--- config.mk ---
export PLATFORM = sky130hd
export DESIGN_NAME = bfe_mod
export DESIGN_NICKNAME = d
export VERILOG_FILES = /design/src/hdl/bfe_pkg.sv /design/src/hdl/bfe_mod.sv
export SDC_FILE = /design/constraint.sdc
export NUM_CORES = 1
export LEC_CHECK = 0
export CAP_MARGIN = 20
export CORE_MARGIN = 5
export CORE_UTILIZATION = 42
export DETAILED_ROUTE_END_ITERATION = 12
export DONT_BUFFER_PORTS = 1
export PLACE_DENSITY = 0.58
export SLEW_MARGIN = 15
export SYNTH_ARGS = -nofsm -noshare
export SYNTH_HDL_FRONTEND = slang
export SYNTH_SLANG_ARGS = --single-unit
--- constraint.sdc ---
create_clock -name clk -period 2.5 [get_ports clk]
set_input_delay 0.25 -clock clk [delete_from_list [all_inputs] [get_ports clk]]
set_output_delay 0.25 -clock clk [all_outputs]
set_load 0.1 [all_outputs]
--- src/hdl/bfe_pkg.sv ---
`timescale 1ns / 1ps
`default_nettype none
// ---------------------------------------------------------------------------
// bfe_pkg
// Shared types, constants and the sequencer state encoding for the Bloom
// filter engine.
// ---------------------------------------------------------------------------
package bfe_pkg;

  localparam int MaxBits   = 4096;
  localparam int MaxHashes = 16;
  localparam int AddrW     = $clog2(MaxBits);
  localparam int NbW       = 13;
  localparam int NhW       = 5;
  localparam int CfgW      = 13;

  localparam logic [63:0] FnvOffset = 64'hCBF29CE484222325;
  localparam logic [63:0] FnvPrime  = 64'h00000100000001B3;
  localparam logic [63:0] SeedOne   = 64'h0000000051ED270B;
  localparam logic [63:0] SeedTwo   = 64'h000000002545F491;
  localparam logic [63:0] MixAdd    = 64'h9E3779B97F4A7C15;
  localparam logic [63:0] MixMulA   = 64'hBF58476D1CE4E5B9;
  localparam logic [63:0] MixMulB   = 64'h94D049BB133111EB;
  localparam logic [63:0] HashOneInit = FnvOffset ^ SeedOne;
  localparam logic [63:0] HashTwoInit = FnvOffset ^ SeedTwo;

  typedef enum logic [1:0] {
    MODE_INSERT = 2'd0,
    MODE_QUERY  = 2'd1,
    MODE_CLEAR  = 2'd2,
    MODE_NONE   = 2'd3
  } mode_t;

  typedef enum logic [0:0] {
    REG_NUM_BITS   = 1'b0,
    REG_NUM_HASHES = 1'b1
  } reg_idx_t;

  // Multiplier operand selection for the shared 64x64 unit.
  typedef enum logic [2:0] {
    MUL_FNV1, MUL_FNV2, MUL_MIXA, MUL_MIXB, MUL_PROBE
  } mul_op_t;

  // Request to / response from the shared multiplier.
  typedef struct packed {
    logic        start;
    logic [63:0] a;
    logic [63:0] b;
  } mul_req_t;

  typedef struct packed {
    logic        done;
    logic [63:0] p;
  } mul_rsp_t;

  // Request to / response from the iterative modulo unit.
  typedef struct packed {
    logic        start;
    logic [63:0] num;
    logic [NbW-1:0] den;
  } mod_req_t;

  typedef struct packed {
    logic             done;
    logic [AddrW-1:0] rem;
  } mod_rsp_t;

  typedef enum logic [4:0] {
    S_IDLE,
    S_FNV1, S_FNV1_W, S_FNV2, S_FNV2_W,
    S_MIX1_A, S_MIX1_AW, S_MIX1_B, S_MIX1_BW,
    S_MIX2_A, S_MIX2_AW, S_MIX2_B, S_MIX2_BW,
    S_PRB_MUL, S_PRB_MULW, S_PRB_MOD, S_PRB_MODW,
    S_PRB_RD, S_PRB_CHK,
    S_CLR, S_RESULT
  } state_t;

endpackage

`default_nettype wire

--- src/hdl/bfe_mod.sv ---
`timescale 1ns / 1ps
`default_nettype none
// ---------------------------------------------------------------------------
// bfe_mod
// Restoring remainder unit: 64-bit numerator mod a 13-bit divisor, one
// numerator bit per cycle.
// ---------------------------------------------------------------------------
module bfe_mod (
  input  wire logic            clk,
  input  wire logic            rst,
  input  wire bfe_pkg::mod_req_t req,
  output bfe_pkg::mod_rsp_t    rsp
);
  import bfe_pkg::*;

  logic [63:0]    num;
  logic [NbW-1:0] den;
  logic [NbW-1:0] rem;
  logic [6:0]     cnt;
  logic           busy;
  logic           done;
  logic [NbW:0]   trial;
  logic [NbW:0]   diff;

  always_comb begin
    trial = {rem, num[63]};
    diff  = trial - {1'b0, den};
  end

  always_ff @(posedge clk) begin
    if (rst) begin
      busy <= 1'b0;
      cnt  <= '0;
      done <= 1'b0;
    end else begin
      done <= 1'b0;
      if (req.start) begin
        busy <= 1'b1;
        cnt  <= '0;
      end else if (busy) begin
        cnt <= cnt + 7'd1;
        if (cnt == 7'd63) begin
          busy <= 1'b0;
          done <= 1'b1;
        end
      end
    end
  end

  always_ff @(posedge clk) begin
    if (req.start) begin
      num <= req.num;
      den <= req.den;
      rem <= '0;
    end else if (busy) begin
      num <= {num[62:0], 1'b0};
      // Remainder stays below den, so one compare and subtract per bit.
      if (!diff[NbW]) begin
        rem <= diff[NbW-1:0];
      end else begin
        rem <= trial[NbW-1:0];
      end
    end
  end

  assign rsp = {done, rem[AddrW-1:0]};

endmodule

`default_nettype wire
==> impl_metrics.ini, run 1 <==
[final_layout]
layout.cells.non_filler = 538
n_antenna_cell = 0
final_common_cell = edfxtp_1
fillerInstances = 1010
regArea_sq_um = 2750
final_cell_mix = edfxtp_1, mux2_2, nor2_1
multi_input_area_sq_um = 1870
syn_to_final_growth_pct = 14.8
finish.instance_area_sq_um = 5550
drive_above_1_share_pct = 30.1
layout.nets = 485

[route]
drc = 0
post_drt_via_cell_ratio = 5.22
drtIter0Drc = 144
wl_per_cell_um = 16.7
final_antenna_net_count = 0
vias = 2806
first_pass_iters = 4
totalWireLength_um = 8960

[die]
num_rows = 39
start_util_pct = 42.5
core_sq_um = 11400
fp.dieW_um = 117
dieArea_sq_um = 13800
ios = 93
die_y_um = 117

[global_routing]
grt_max_degree = 90
grt_util_all_layers_pct = 13.4
overflow = 0
antenna_found_initial = 1
grt_pass1_vias = 2814
grt_first_pass_wirelength_um = 13900

[logic_synthesis]
ys_warn_count = 0
synth_cell_types = 50
synth_async_sr_flop_share_pct = 0
synthFlopType = edfxtp_1
yosys.area.top_type = edfxtp_1
yosys-top-cells-area = edfxtp_1, mux2_2, dfxtp_1, ha_1, mux2i_1
synth_seq_cells = 99
seq_area_frac_synth_pct = 57.0
yosysTopAreaCellShare_pct = 47.8
syn_area_sq_um = 4830
synth_edf_count = 77
synth.avg_cell_area_sq_um = 13.2
netlist_instances = 365
syn_nets = 460

[timing]
setup_violations = 0
tightest_slew_ns = 0.929
period_minus_slack_ns = 2.34
fin_crit_sh_pct = 93.7
hold_viol = 0
fin_skew_ns = 0.00921
setup_slack_ns = 0.157
rsz0062_at_grt = yes
tns_ns = 0
fmax_ghz = 0.427
finalMaxSlewViolations = 0
max-slew-margin-rel_pct = 38.0

[clock_network]
clock_latency_ns = 0.35
clock_sinks = 99
cts_tree = done
clkTransAtPathRegs_ns = 0.07
cts_max_level = 3
ctsLongestPathBuffers = 2
cts_made_buffers = 9
clockRootBuffer = clkbuf_16

[setup_path]
required_ns = 2.72
crit_fanout = 5
start_kind = flop
end_kind = flop
crit_type = reg -> reg
critical_path_arrival_ns = 2.56

[status]
status = complete, no violations

[run]
max-cap-violations = 0

[placement]
dp_hpwl_um = 6060
dp.cells = 505
place_congestion = 0.808
preCtsSetupSlack_ns = 0.0874
placed_cell_area_sq_um = 5040
io_buffer_count = 0

[pwr]
finalPower_mw = 4.11
powerDensity_nw_per_um2 = 740
peakVddDrop_mv = 0.455
leakage_nw = 2.05

[hold_path]
hp-class = in -> reg
[cell usage after synthesis (all sizes together) (2+ instances only)]
cell / number
mux2i: 10
edfxtp: 77
a21oi: 14
clkbuf: 10
mux2: 63
nor2b: 2
and3: 2
nand4: 3
inv: 18
or3: 3
a21o: 3
ha: 14
nand3: 5
o21ai: 9
dfxtp: 22
o31ai: 4
xnor2: 9
a211oi: 11
nor3: 4
xor2: 7
nand2: 13
nor2: 25
o21a: 2
buf: 19
[cell families after synthesis]
kind of cell / synth area share [%]
and+or+nand+nor: 6.16
AOI/OAI and AO/OA: 8.05
DFF: 57.0
muxes: 16.7
buffers and inverters: 5.00
adders and majority gates: 4.04
xor gates and xnor gates: 3.05
[cell type report]
type	count	share of cell area [%]
clock buffer	9	4.06
tap	143	3.23
inverter	18	1.22
sequential	99	49.6
clock inverter	7	1.29
multi-input combinational	219	33.7
timing repair buffer	43	6.90
[layer usage]
layer	vias up	routed length (um)	part of all wire (%)	GRT usage, %
met3	14	810	9.0	7.81
met5	-	13	0.15	0
met4	2	140	1.6	4.82
li1	1379	-	-	-
met2	63	4290	48	20.3
met1	1348	3700	41	15.7
[state kept, by name (all words and copies together), names as in the netlist]
register,cells
done,1
num,64
cnt,7
rem,13
busy,1
den,13
[final timing paths]
| kind | endpoint | startpoint | slack, ns | cells past startpoint |
|---|---|---|---|---|
| max | rem[1]$_SDFFE_PP0P_ | den[10]$_DFFE_PP_ | 0.16 | 10 |
| min | den[6]$_DFFE_PP_ | req[77] | 0.02 | 0 |
| max reg2reg | rem[1]$_SDFFE_PP0P_ | den[10]$_DFFE_PP_ | 0.16 | 10 |
| min reg2reg | cnt[6]$_SDFFE_PP0P_ | cnt[6]$_SDFFE_PP0P_ | 0.49 | 2 |
[power breakdown]
| part | leakage (nW) | internal [mW] | switching, mW |
|---|---|---|---|
| Sequential | 0.952 | 1.95 | 0.0461 |
| Combinational | 0.957 | 0.313 | 0.390 |
| Clock | 0.142 | 0.780 | 0.625 |
[per-stage QoR]
stage | util, % | hold WS (ns)
floorplan | - | 0.322
global placement | 44.3 | 0.325
detailed placement | 44.3 | 0.332
CTS | 48.2 | 0.000347
global route | 48.8 | 0.00115
finish | 48.8 | 0.0181
[timing repair]
action,in CTS,in global routing
setup buffers,0,1
endpoints found under the hold margin,23,3
hold buffers,15,1
endpoints found under the setup margin,0,11
resized for setup,0,6
[worst max-delay path: stages, from the launching register on]
cell and delay [ns]:
edfxtp_1 0.36, inv_1 0.06, ha_1 0.23, a21oi_1 0.19, o21ai_0 0.14, or3_4 0.39
o21ai_4 0.20, xnor2_4 0.20, buf_6 0.17, mux2i_1 0.18, a211oi_1 0.08
Power figures use the tool's default switching activity.
==> inputs of run 2 (changes only) <==
--- a/config.mk
+++ b/config.mk
@@ -8,6 +8,8 @@
 export CAP_MARGIN = 20
 export CORE_MARGIN = 5
 export CORE_UTILIZATION = 42
+export CTS_BUF_LIST = sky130_fd_sc_hd__clkbuf_4 sky130_fd_sc_hd__clkbuf_8
+export CTS_CLUSTER_SIZE = 10
 export DETAILED_ROUTE_END_ITERATION = 12
 export DONT_BUFFER_PORTS = 1
 export PLACE_DENSITY = 0.58
==> constraint.sdc (replaced) <==
create_clock -name clk -period 2.15 [get_ports clk]
set_input_delay 0.215 -clock clk [delete_from_list [all_inputs] [get_ports clk]]
set_output_delay 0.215 -clock clk [all_outputs]
set_load 0.1 [all_outputs]
==> run 2 against run 1 <==
Effect of this change: the run now ends with negative setup slack left; sequential share of layout area shrank 2.5 points; combinational power grew 39%; routed wire length grew 6.2%; first-iteration DRC count shrank 29%; critical path depth grew 2; setup slack lost 0.27 ns; core utilization grew 2.6 points; via count grew 6.1%; critical path type unchanged.
==> impl_metrics.ini, run 2 (synthesis gave the netlist of run 1 again) <==
[route]
vias = 2976
final_antenna_net_count = 0
wl_per_cell_um = 16.8
dr_wl_met2_um = 4700
totalWireLength_um = 9510
drtIter0Drc = 102
wl_met3_um = 911
post_drt_via_cell_ratio = 5.27
wl_met1_um = 3750
highest_layer = met5
drc = 0
first_pass_iters = 4

[global_routing]
grt_max_degree = 98
antenna_found_initial = 2
overflow = 0
grt_first_pass_wirelength_um = 14900
grt_util_all_layers_pct = 14.1
grt_pass1_vias = 3106

[status]
violations = negative setup slack
status = complete, but fails checks

[timing]
setup_slack_ns = -0.114
tightest_slew_ns = 0.509
setup_violations = 13
fmax_ghz = 0.442
finalMaxSlewViolations = 0
max-slew-margin-rel_pct = 66.0
hold_viol = 0
period_minus_slack_ns = 2.26
rsz0062_at_grt = yes
fin_skew_ns = 0.00941
fin_crit_sh_pct = 105
tns_ns = -1.15

[final_layout]
fillerInstances = 1026
largest-register = num
final_cell_mix = edfxtp_1, mux2_2, buf_4
largest_reg_flops = 64
largestRegisters = num (64), den (13), rem (13)
finish.instance_area_sq_um = 5840
drive_above_1_share_pct = 40.3
final_common_cell = edfxtp_1
multi_input_area_sq_um = 2030
syn_to_final_growth_pct = 20.8
regArea_sq_um = 2760
n_antenna_cell = 0
layout.nets = 513

[setup_path]
end_kind = flop
critical_path_arrival_ns = 2.56
required_ns = 2.44
ff2ff_path_depth = 12
start_kind = flop
crit_fanout = 3
crit_type = reg -> reg

[clock_network]
cts_made_buffers = 9
cts_tree = done
clkTransAtPathRegs_ns = 0.10
clock_latency_ns = 0.37
ctsLongestPathBuffers = 2
clock_sinks = 99
cts_max_level = 3
clockRootBuffer = clkbuf_8

[hold_path]
hp-class = in -> reg
min_path_cells = 1

[die]
start_util_pct = 42.5
dieArea_sq_um = 13800
die_y_um = 117
num_rows = 39
fp.dieW_um = 117
core_sq_um = 11400
ios = 93

[pwr]
powerDensity_nw_per_um2 = 771
peakVddDrop_mv = 0.576
leakage_nw = 2.17

[placement]
place_congestion = 0.776
placed_cell_area_sq_um = 5210
io_buffer_count = 0
dp_hpwl_um = 6190

[run]
max-cap-violations = 0
-- run 2: cell type report --
cell class              count  share of cell area (%)
clock buffers               9                    2.12
multi-input cells         220                    34.7
well taps                 143                    3.06
clock inverters             6                    1.14
flip-flops and latches     99                    47.2
inverters                  18                    1.16
repair buffers             70                    10.6
-- run 2: per-stage QoR --
stage	hold slack, ns	power [mW]	std cells	util (%)	setup WS (ns)
2_1_floorplan	0.287	3.03	365	-	-0.167
3_3_place_gp	0.290	3.18	523	45.8	-0.214
3_5_place_dp	0.292	3.20	523	45.8	-0.308
4_1_cts	-0.120	4.53	562	50.7	-0.138
5_1_grt	0.0141	4.72	565	51.4	-0.223
6_report	0.0537	4.50	565	51.4	-0.114
-- run 2: where the power goes --
group	internal, mW	switching (mW)	total, mW	leakage, nW
Sequential	2.27	0.0614	2.33	0.952
Clock	0.536	0.658	1.19	0.0963
Combinational	0.468	0.512	0.979	1.12
Total	3.27	1.23	4.50	2.17
-- run 2: critical path, cell delays in order, from the launching register on --
cell and delay [ns]:
edfxtp_1 0.39, inv_1 0.07, ha_2 0.19, inv_2 0.04
fa_2 0.36, a21oi_4 0.20, o2111ai_4 0.18, buf_6 0.16
nor2_4 0.10, o31ai_2 0.07, xor2_1 0.14, mux2i_1 0.09
a211oi_1 0.19
-- run 2: layer usage --
| layer | global-route usage, % | up-vias |
|---|---|---|
| met5 | 0 | - |
| met4 | 4.36 | 4 |
| met3 | 7.81 | 14 |
| met2 | 23.2 | 70 |
| met1 | 15.6 | 1449 |
| li1 | - | 1439 |
-- run 2: repair_timing --
item	CTS	global route
endpoints found under the setup margin	13	14
hold buffers	15	1
pin swaps	18	10
setup buffers	8	2
gates resized for setup	25	11
hold endpoints to repair	37	23
cloned	1	0
-- run 2: worst paths after layout --
path / endpoint / slack, ns / start
worst min register to register: cnt[5]$_SDFFE_PP0P_ / 0.50 / cnt[5]$_SDFFE_PP0P_
worst max register to register: rem[10]$_SDFFE_PP0P_ / -0.11 / num[63]$_DFFE_PP_
worst min-delay path: num[62]$_DFFE_PP_ / 0.05 / req[75]
worst max-delay path: rem[10]$_SDFFE_PP0P_ / -0.11 / num[63]$_DFFE_PP_
